### config.mk
export PLATFORM = sky130hd
export DESIGN_NAME = w2mp_grid
export DESIGN_NICKNAME = d
export VERILOG_FILES = /design/src/w2mp_pkg.sv /design/src/w2mp_grid.sv
export SDC_FILE = /design/constraint.sdc
export NUM_CORES = 2
export LEC_CHECK = 0
export ABC_AREA = 1
export BUFFER_PORTS_ARGS = -buffer_cell sky130_fd_sc_hd__buf_2
export CAP_MARGIN = 15
export CORE_MARGIN = 2
export CORE_UTILIZATION = 25
export DETAILED_ROUTE_END_ITERATION = 7
export PLACE_DENSITY = 0.48
export SLEW_MARGIN = 20
export SYNTH_ARGS = -nofsm -noshare
export SYNTH_HDL_FRONTEND = slang
export SYNTH_SLANG_ARGS = --single-unit
### constraint.sdc
create_clock -name clk_i -period 3.25 [get_ports clk_i]
set_input_delay 0.325 -clock clk_i [delete_from_list [all_inputs] [get_ports clk_i]]
set_output_delay 0.325 -clock clk_i [all_outputs]
set_load 0.005 [all_outputs]
### src/w2mp_pkg.sv
// ----------------------------------------------------------------------------
// w2mp_pkg
// Shared constants, types and tables for the world-to-map pixel pipeline.
// ----------------------------------------------------------------------------
package w2mp_pkg;

  // Map geometry
  localparam int unsigned MAP_SIZE = 1024;
  localparam int unsigned MAP_HALF = MAP_SIZE / 2;
  localparam int unsigned QW       = $clog2(MAP_SIZE);

  // Field widths
  localparam int unsigned LON_W   = 25;
  localparam int unsigned LAT_W   = 24;
  localparam int unsigned LEN_W   = 24;
  localparam int unsigned MPD_W   = 25;
  localparam int unsigned PIX_W   = 16;
  localparam int unsigned DLT_W   = 25;
  localparam int unsigned SUM_W   = 24;
  localparam int unsigned COS_W   = 31;
  localparam int unsigned X2_W    = 32;
  localparam int unsigned OFS_W   = 50;
  localparam int unsigned CELL_SH = 16;

  // Configuration port
  localparam int unsigned CFG_IDX_W = 3;
  localparam int unsigned CFG_W     = 25;

  typedef enum logic [CFG_IDX_W-1:0] {
    REG_CENTER_LON = 3'd0,
    REG_CENTER_LAT = 3'd1,
    REG_NODE_W     = 3'd2,
    REG_NODE_H     = 3'd3,
    REG_MPD        = 3'd4
  } cfg_idx_e;

  localparam logic [LEN_W-1:0] NODE_RST = 24'd38400;
  localparam logic [MPD_W-1:0] MPD_RST  = 25'd28446720;

  // Angle constants, 2^-16 degree units
  localparam logic [LON_W-1:0]        DEG360   = 25'd23592960;
  localparam logic signed [26:0]      LON_180S = 27'sd11796480;
  localparam logic signed [26:0]      LON_360S = 27'sd23592960;
  localparam logic [SUM_W-1:0]        DEG90X2  = 24'd11796480;
  localparam logic signed [LAT_W-1:0] LAT_MIN  = -24'sd5898240;
  localparam logic signed [LAT_W-1:0] LAT_MAX  = 24'sd5898240;

  // pi/180 in Q32 and one in Q30
  localparam logic [26:0]      RAD_PER_DEG = 27'd74961321;
  localparam logic [COS_W-1:0] ONE_Q30     = 31'h4000_0000;

  // Taylor divisors of the cosine series and floor(2^32 / divisor)
  localparam int unsigned HORNER_N = 7;
  localparam logic [7:0] HORNER_DIV [HORNER_N] = '{
    8'd182, 8'd132, 8'd90, 8'd56, 8'd30, 8'd12, 8'd2
  };
  localparam logic [31:0] HORNER_RCP [HORNER_N] = '{
    32'd23598721, 32'd32537631, 32'd47721858, 32'd76695844,
    32'd143165576, 32'd357913941, 32'd2147483648
  };

  localparam logic [PIX_W-1:0] PIX_NONE = 16'hFFFF;

  // Values that ride alongside the cosine
  typedef struct packed {
    logic signed [DLT_W-1:0] dlon;
    logic signed [DLT_W-1:0] dlat;
    logic                    bad;
  } side_t;

  // Result item
  typedef struct packed {
    logic [PIX_W-1:0] pixel_x;
    logic [PIX_W-1:0] pixel_y;
    logic             outside_map;
    logic             bad_coordinate;
  } pix_t;

endpackage

### src/w2mp_grid.sv
// ----------------------------------------------------------------------------
// w2mp_grid
// Floor-divides the east and negated north offsets by the cell size, one
// quotient bit per stage, and forms the grid cell with the off-map check.
// ----------------------------------------------------------------------------
module w2mp_grid (
  input  logic                                 clk_i,
  input  logic                                 rst_ni,
  input  logic                                 en_i,
  input  logic                                 valid_i,
  input  logic signed [w2mp_pkg::OFS_W-1:0]    east_i,
  input  logic signed [w2mp_pkg::OFS_W-1:0]    south_i,
  input  logic                                 bad_i,
  input  logic [w2mp_pkg::LEN_W-1:0]           node_w_i,
  input  logic [w2mp_pkg::LEN_W-1:0]           node_h_i,
  output logic                                 valid_o,
  output w2mp_pkg::pix_t                       pix_o
);

  localparam int unsigned QW   = w2mp_pkg::QW;
  localparam int unsigned NX_W = w2mp_pkg::OFS_W - w2mp_pkg::CELL_SH;
  localparam int unsigned UW   = NX_W - 1;
  localparam int unsigned RW   = w2mp_pkg::LEN_W + QW;
  localparam logic [QW-1:0] LIM_NEG = QW'(w2mp_pkg::MAP_HALF - 1);
  localparam logic [QW-1:0] LIM_POS = QW'(w2mp_pkg::MAP_SIZE - w2mp_pkg::MAP_HALF - 1);
  localparam logic [w2mp_pkg::PIX_W-1:0] HALF_P  = w2mp_pkg::PIX_W'(w2mp_pkg::MAP_HALF);
  localparam logic [w2mp_pkg::PIX_W-1:0] HALF_M1 = w2mp_pkg::PIX_W'(w2mp_pkg::MAP_HALF - 1);

  typedef struct packed {
    logic [RW-1:0] rem;
    logic [QW-1:0] q;
    logic          neg;
    logic          ov;
  } lane_t;

  logic [w2mp_pkg::LEN_W-1:0] den_x, den_y;

  logic          g0_v_q;
  logic          g0_bad_q;
  lane_t         g0_x_q, g0_y_q;

  logic [QW-1:0] dv_q, dv_d;
  logic [QW-1:0] db_q, db_d;
  lane_t         dx_q [QW];
  lane_t         dx_d [QW];
  lane_t         dy_q [QW];
  lane_t         dy_d [QW];

  logic           out_v_q;
  w2mp_pkg::pix_t out_q, out_d;

  // A zero cell size acts as one
  assign den_x = (node_w_i == '0) ? w2mp_pkg::LEN_W'(1) : node_w_i;
  assign den_y = (node_h_i == '0) ? w2mp_pkg::LEN_W'(1) : node_h_i;

  // Fold a signed floor division into an unsigned one on the ones' complement
  function automatic lane_t lane_init(input logic [w2mp_pkg::OFS_W-1:0] n,
                                      input logic [w2mp_pkg::LEN_W-1:0] d);
    logic [NX_W-1:0] nx;
    logic [UW-1:0]   u;
    lane_t           l;
    nx    = n[w2mp_pkg::OFS_W-1:w2mp_pkg::CELL_SH];
    l.neg = nx[NX_W-1];
    u     = l.neg ? ~nx[UW-1:0] : nx[UW-1:0];
    l.ov  = (u >> QW) >= UW'(d);
    l.rem = RW'(u);
    l.q   = '0;
    return l;
  endfunction

  function automatic logic lane_in(input lane_t l);
    return !l.ov && (l.neg ? (l.q <= LIM_NEG) : (l.q <= LIM_POS));
  endfunction

  function automatic logic [w2mp_pkg::PIX_W-1:0] lane_pix(input lane_t l);
    return l.neg ? HALF_M1 - w2mp_pkg::PIX_W'(l.q) : HALF_P + w2mp_pkg::PIX_W'(l.q);
  endfunction

  // Restoring division, most significant quotient bit first
  always_comb begin
    lane_t         lx, ly;
    logic          v_in, b_in;
    logic [RW-1:0] shx, shy;
    for (int j = 0; j < QW; j++) begin
      if (j == 0) begin
        lx   = g0_x_q;
        ly   = g0_y_q;
        v_in = g0_v_q;
        b_in = g0_bad_q;
      end else begin
        lx   = dx_q[j-1];
        ly   = dy_q[j-1];
        v_in = dv_q[j-1];
        b_in = db_q[j-1];
      end
      shx = RW'(den_x) << (QW - 1 - j);
      shy = RW'(den_y) << (QW - 1 - j);
      if (lx.rem >= shx) begin
        lx.rem           = lx.rem - shx;
        lx.q[QW - 1 - j] = 1'b1;
      end
      if (ly.rem >= shy) begin
        ly.rem           = ly.rem - shy;
        ly.q[QW - 1 - j] = 1'b1;
      end
      dx_d[j] = lx;
      dy_d[j] = ly;
      dv_d[j] = v_in;
      db_d[j] = b_in;
    end
  end

  // Place the cell on the grid or flag it off the map
  always_comb begin
    if (lane_in(dx_q[QW-1]) && lane_in(dy_q[QW-1])) begin
      out_d.pixel_x     = lane_pix(dx_q[QW-1]);
      out_d.pixel_y     = lane_pix(dy_q[QW-1]);
      out_d.outside_map = 1'b0;
    end else begin
      out_d.pixel_x     = w2mp_pkg::PIX_NONE;
      out_d.pixel_y     = w2mp_pkg::PIX_NONE;
      out_d.outside_map = 1'b1;
    end
    out_d.bad_coordinate = db_q[QW-1];
  end

  always_ff @(posedge clk_i or negedge rst_ni) begin
    if (!rst_ni) begin
      g0_v_q  <= 1'b0;
      dv_q    <= '0;
      out_v_q <= 1'b0;
    end else if (en_i) begin
      g0_v_q  <= valid_i;
      dv_q    <= dv_d;
      out_v_q <= dv_q[QW-1];
    end
  end

  always_ff @(posedge clk_i) begin
    if (en_i) begin
      g0_x_q   <= lane_init(east_i, den_x);
      g0_y_q   <= lane_init(south_i, den_y);
      g0_bad_q <= bad_i;
      db_q     <= db_d;
      for (int j = 0; j < QW; j++) begin
        dx_q[j] <= dx_d[j];
        dy_q[j] <= dy_d[j];
      end
      out_q <= out_d;
    end
  end

  assign valid_o = out_v_q;
  assign pix_o   = out_q;

endmodule

==> impl_metrics.csv <==
group,metric,value,unit
layout,register_area,0.02640,mm^2
synthesis,ys_seq_area_share,35.53,%
power_and_ir_drop,leakage,45.78,nW
layout,finalNetCount,12361,
layout,fin_util,29.57,%
synthesis,synthArstFlopShare,1.362,%
layout,drive_above_1_share,7.218,%
clocking,clock-root-buffer,"clkbuf_16",
die,io_pins,188,
sta,setup_viol,0,
clocking,cts.htree.levels,3,
die,dieArea,0.3015,mm^2
route,drc_errors,0,
die,dieWidth,549.1,um
global_route,grt_util_met1,24.08,%
sta,finalCritPeriodShare,86.55,%
sta,slew_violations,0,
setup_path,crit_path_max_incr_delay,0.46,ns
synthesis,synthMuxAreaShare,0,%
clocking,worstSkewPairLatency,0.89,ns
sta,tightest_slew,0.9570,ns
clocking,cts.sinks,881,
power_and_ir_drop,clkPwrFrac,19.6,%
placed_design,hpwl,217.9,mm
clocking,cts_buffers,116,
synthesis,syn-num-nets,11722,
global_route,grtUsageMet3,1.400,%
layout,fillers,32759,
setup_path,cp_cell_sequence,"ha_1 -> nand2_1 -> nor2_1 -> nand2_1 -> nor2_2 -> nand4_1 -> nor2_1 -> nor2_2 -> buf_12 -> a21oi_1",
sta,fin_skew,0.1309,ns
route,ant_nets,0,
worst_hold_path,worst_hold_path_type,"input pin to flip-flop",
power_and_ir_drop,comb_power_share,50.7,%
route,drt_wl_total,270.7,mm
setup_path,cpMaxStageDelayCell,"edfxtp_1",
layout,multi_input_area,0.03918,mm^2
synthesis,syn_area,0.07429,mm^2
sta,slew_headroom,36.20,%
synthesis,netlist_instances,11023,
power_and_ir_drop,power.density,761.0,mW/mm^2
layout,final_cells,15693,
placed_design,post-place-ws,-0.3248,ns
setup_path,crit_path_start_kind,"flip-flop",
placed_design,io_buffers,155,
layout,final_cell_mix,"nand2_1 (4,801), inv_1 (2,083), edfxtp_1 (869)",
power_and_ir_drop,pwr-share-seq,29.7,%
route,dr.pass1.iters,6,
layout,areaGrowthSynthToFinish,17.92,%
synthesis,synth-simple-area-share,36.18,%
global_route,use_met2,29.49,%
global_route,antenna_found_initial,10,
synthesis,synth_warnings,0,
die,core_area,0.2963,mm^2
synthesis,synthXorXnorAreaFrac,3.879,%
power_and_ir_drop,p_int,0.03644,W
sta,hold_viol_final,0,
outcome,status,"completed",
route,vias,68045,
global_route,grt_max_degree,110,
setup_path,worst-endpoint-required,3.77,ns
synthesis,ys_ff_latch,881,
clocking,clk_pin_slew,0.06,ns
sta,setup_ws,0.4372,ns
synthesis,synth_compound_area_share,3.294,%
global_route,grt_pass1_vias,64486,
power_and_ir_drop,p_switching,0.03023,W
synthesis,synthFlopType,"edfxtp_1",
layout,final_common_cell,"nand2_1",
synthesis,ys_types,47,
die,start_util,25.07,%
setup_path,cp.arrival,3.33,ns
setup_path,crit_fanout,16,
global_route,grt.busiest_layer,"met2",
power_and_ir_drop,swShare,45.35,%
synthesis,synth_edf_count,869,
global_route,overflow,0,
placed_design,gp_congestion,0.9209,
route,via_per_inst,4.336,
sta,rsz0062_at_grt,"no",
synthesis,synth.avg_cell_area,6.740,um^2
synthesis,synth_top_family_by_area,"simple AND/OR/NAND/NOR gates",
die,die_height,549.1,um
route,dr.first_iter.drc_count,5006,
sta,setup_tns,0,ns
setup_path,critPathCaptureType,"flip-flop",
clocking,cts_tree,"yes",
die,rows,200,
route,wl_per_cell,17.25,um
global_route,grt_pass1_wl,401.9,mm
placed_design,numPlacedInstances,15412,
synthesis,synth_fa_ha_area_share,9.378,%
setup_path,crit_type,"flip-flop to flip-flop",
clocking,cts_buffer_depth,4,
power_and_ir_drop,ir_drop,0.4732,mV
global_route,grtUsageTotal,17.64,%
sta,finalCriticalPeriod,2.813,ns
run,maxCapViolations,0,
sta,fmaxAchievable,355.5,MHz
sequential cells by signal, summed over array words and instances, names as in the netlist:
register / flops
dv_q: 10
dy_q: 381
g0_bad_q: 1
dx_d: 2
g0_v_q: 1
pix_o: 26
valid_o: 1
dx_q: 381
g0_y_q: 33
g0_x_q: 33
db_q: 10
dy_d: 2
cell families (layout without fill, tap and decap cells):
group	count (synthesis)	count (layout)
other	0	5
buffers and inverters	2213	2939
AO/OA/AOI/OAI	456	456
XOR/XNOR	329	329
adder cells (fa/ha/maj)	546	546
AND/OR/NAND/NOR	6598	6598
flip-flops	881	881
synth_stat cells (15+ instances only):
library cell / count / area [um^2]
clkbuf_1: 18 / 67.56
xor2_1: 292 / 2557
nand3b_1: 63 / 473.0
edfxtp_1: 869 / 26100
o21ai_1: 25 / 125.1
nor2_2: 19 / 118.9
nor2_1: 733 / 2751
nand3_2: 15 / 150.1
nand4_1: 187 / 1170
a21oi_2: 20 / 175.2
ha_1: 528 / 6606
xnor2_1: 37 / 324.1
and2_1: 49 / 306.5
a21oi_1: 326 / 1632
nor3_1: 70 / 350.3
nand2_1: 4801 / 18020
buf_6: 31 / 349.1
nand3_1: 590 / 2953
buf_4: 39 / 292.8
buf_2: 29 / 145.1
inv_1: 2083 / 7819
fa_1: 18 / 360.4
o21ai_0: 59 / 295.3
nor4_1: 16 / 100.1
worst max-delay path: cells and delay by family, from the launching register on:
family | cells | cell delay (ns)
adders and majority gates | 1 | 0.45
DFF | 1 | 0.46
AOI/OAI and AO/OA | 1 | 0.36
buffers and inverters | 1 | 0.15
and+or+nand+nor | 7 | 1.02
stage by stage:
step / hold slack [ns] / total power [W] / area (um^2)
5_1_grt: 0.04592 / 0.07254 / 87600
3_5_place_dp: 0.2147 / 0.05361 / 83100
2_1_floorplan: 0.02941 / 0.04172 / 74290
3_3_place_gp: 0.2181 / 0.05366 / 83100
4_1_cts: 0.02287 / 0.06709 / 87590
6_report: 0.05625 / 0.06667 / 87600
per-layer routing:
metal  vias to the layer above  share of wire (%)
li1                      35605                  -
met1                     30760                 47
met3                       284                3.9
met5                         -                  0
met4                         0                3.1
met2                      1396                 46
power by group through the flow:
stage / sequential (W) / combinational, W / clock [W]
finish: 0.0198 / 0.0338 / 0.0130
global route: 0.0200 / 0.0387 / 0.0139
CTS: 0.0199 / 0.0337 / 0.0135
detailed placement: 0.0201 / 0.0335 / 0
global placement: 0.0201 / 0.0335 / 0
floorplan: 0.0181 / 0.0236 / 0
what timing repair did:
| action | CTS | global route |
|---|---|---|
| gates resized for setup | 0 | 0 |
| hold buffers | 71 | 0 |
| buffers inserted | 0 | 0 |
| hold endpoints to repair | 87 | 0 |
final timing paths:
kind	startpoint	to	slack [ns]	depth (start not counted)
min in group asynchronous	rst_ni	dv_q[9]$_DFFE_PN0P_	0.55	3
min reg2reg	dx_q[8][10]$_DFFE_PP_	dx_q[9][10]$_DFFE_PP_	0.38	0
max reg2reg	dy_q[4][33]$_DFFE_PP_	dy_q[5][42]$_DFFE_PP_	0.44	10
max	dy_q[4][33]$_DFFE_PP_	dy_q[5][42]$_DFFE_PP_	0.44	10
max in group asynchronous	rst_ni	g0_v_q$_DFFE_PN0P_	2.30	3
min	east_i[26]	g0_x_q[22]$_DFFE_PP_	0.06	3
area by class of cell:
cell class | instances | share of cell area (%)
multi-input combinational | 7929 | 44.73
sequential | 881 | 30.13
inverter | 2095 | 8.979
timing repair buffer | 639 | 6.204
tap | 3939 | 5.626
clock buffer | 129 | 3.418
clock inverter | 76 | 0.8998
antenna | 5 | 0.01428
Power figures use the tool's default switching activity.
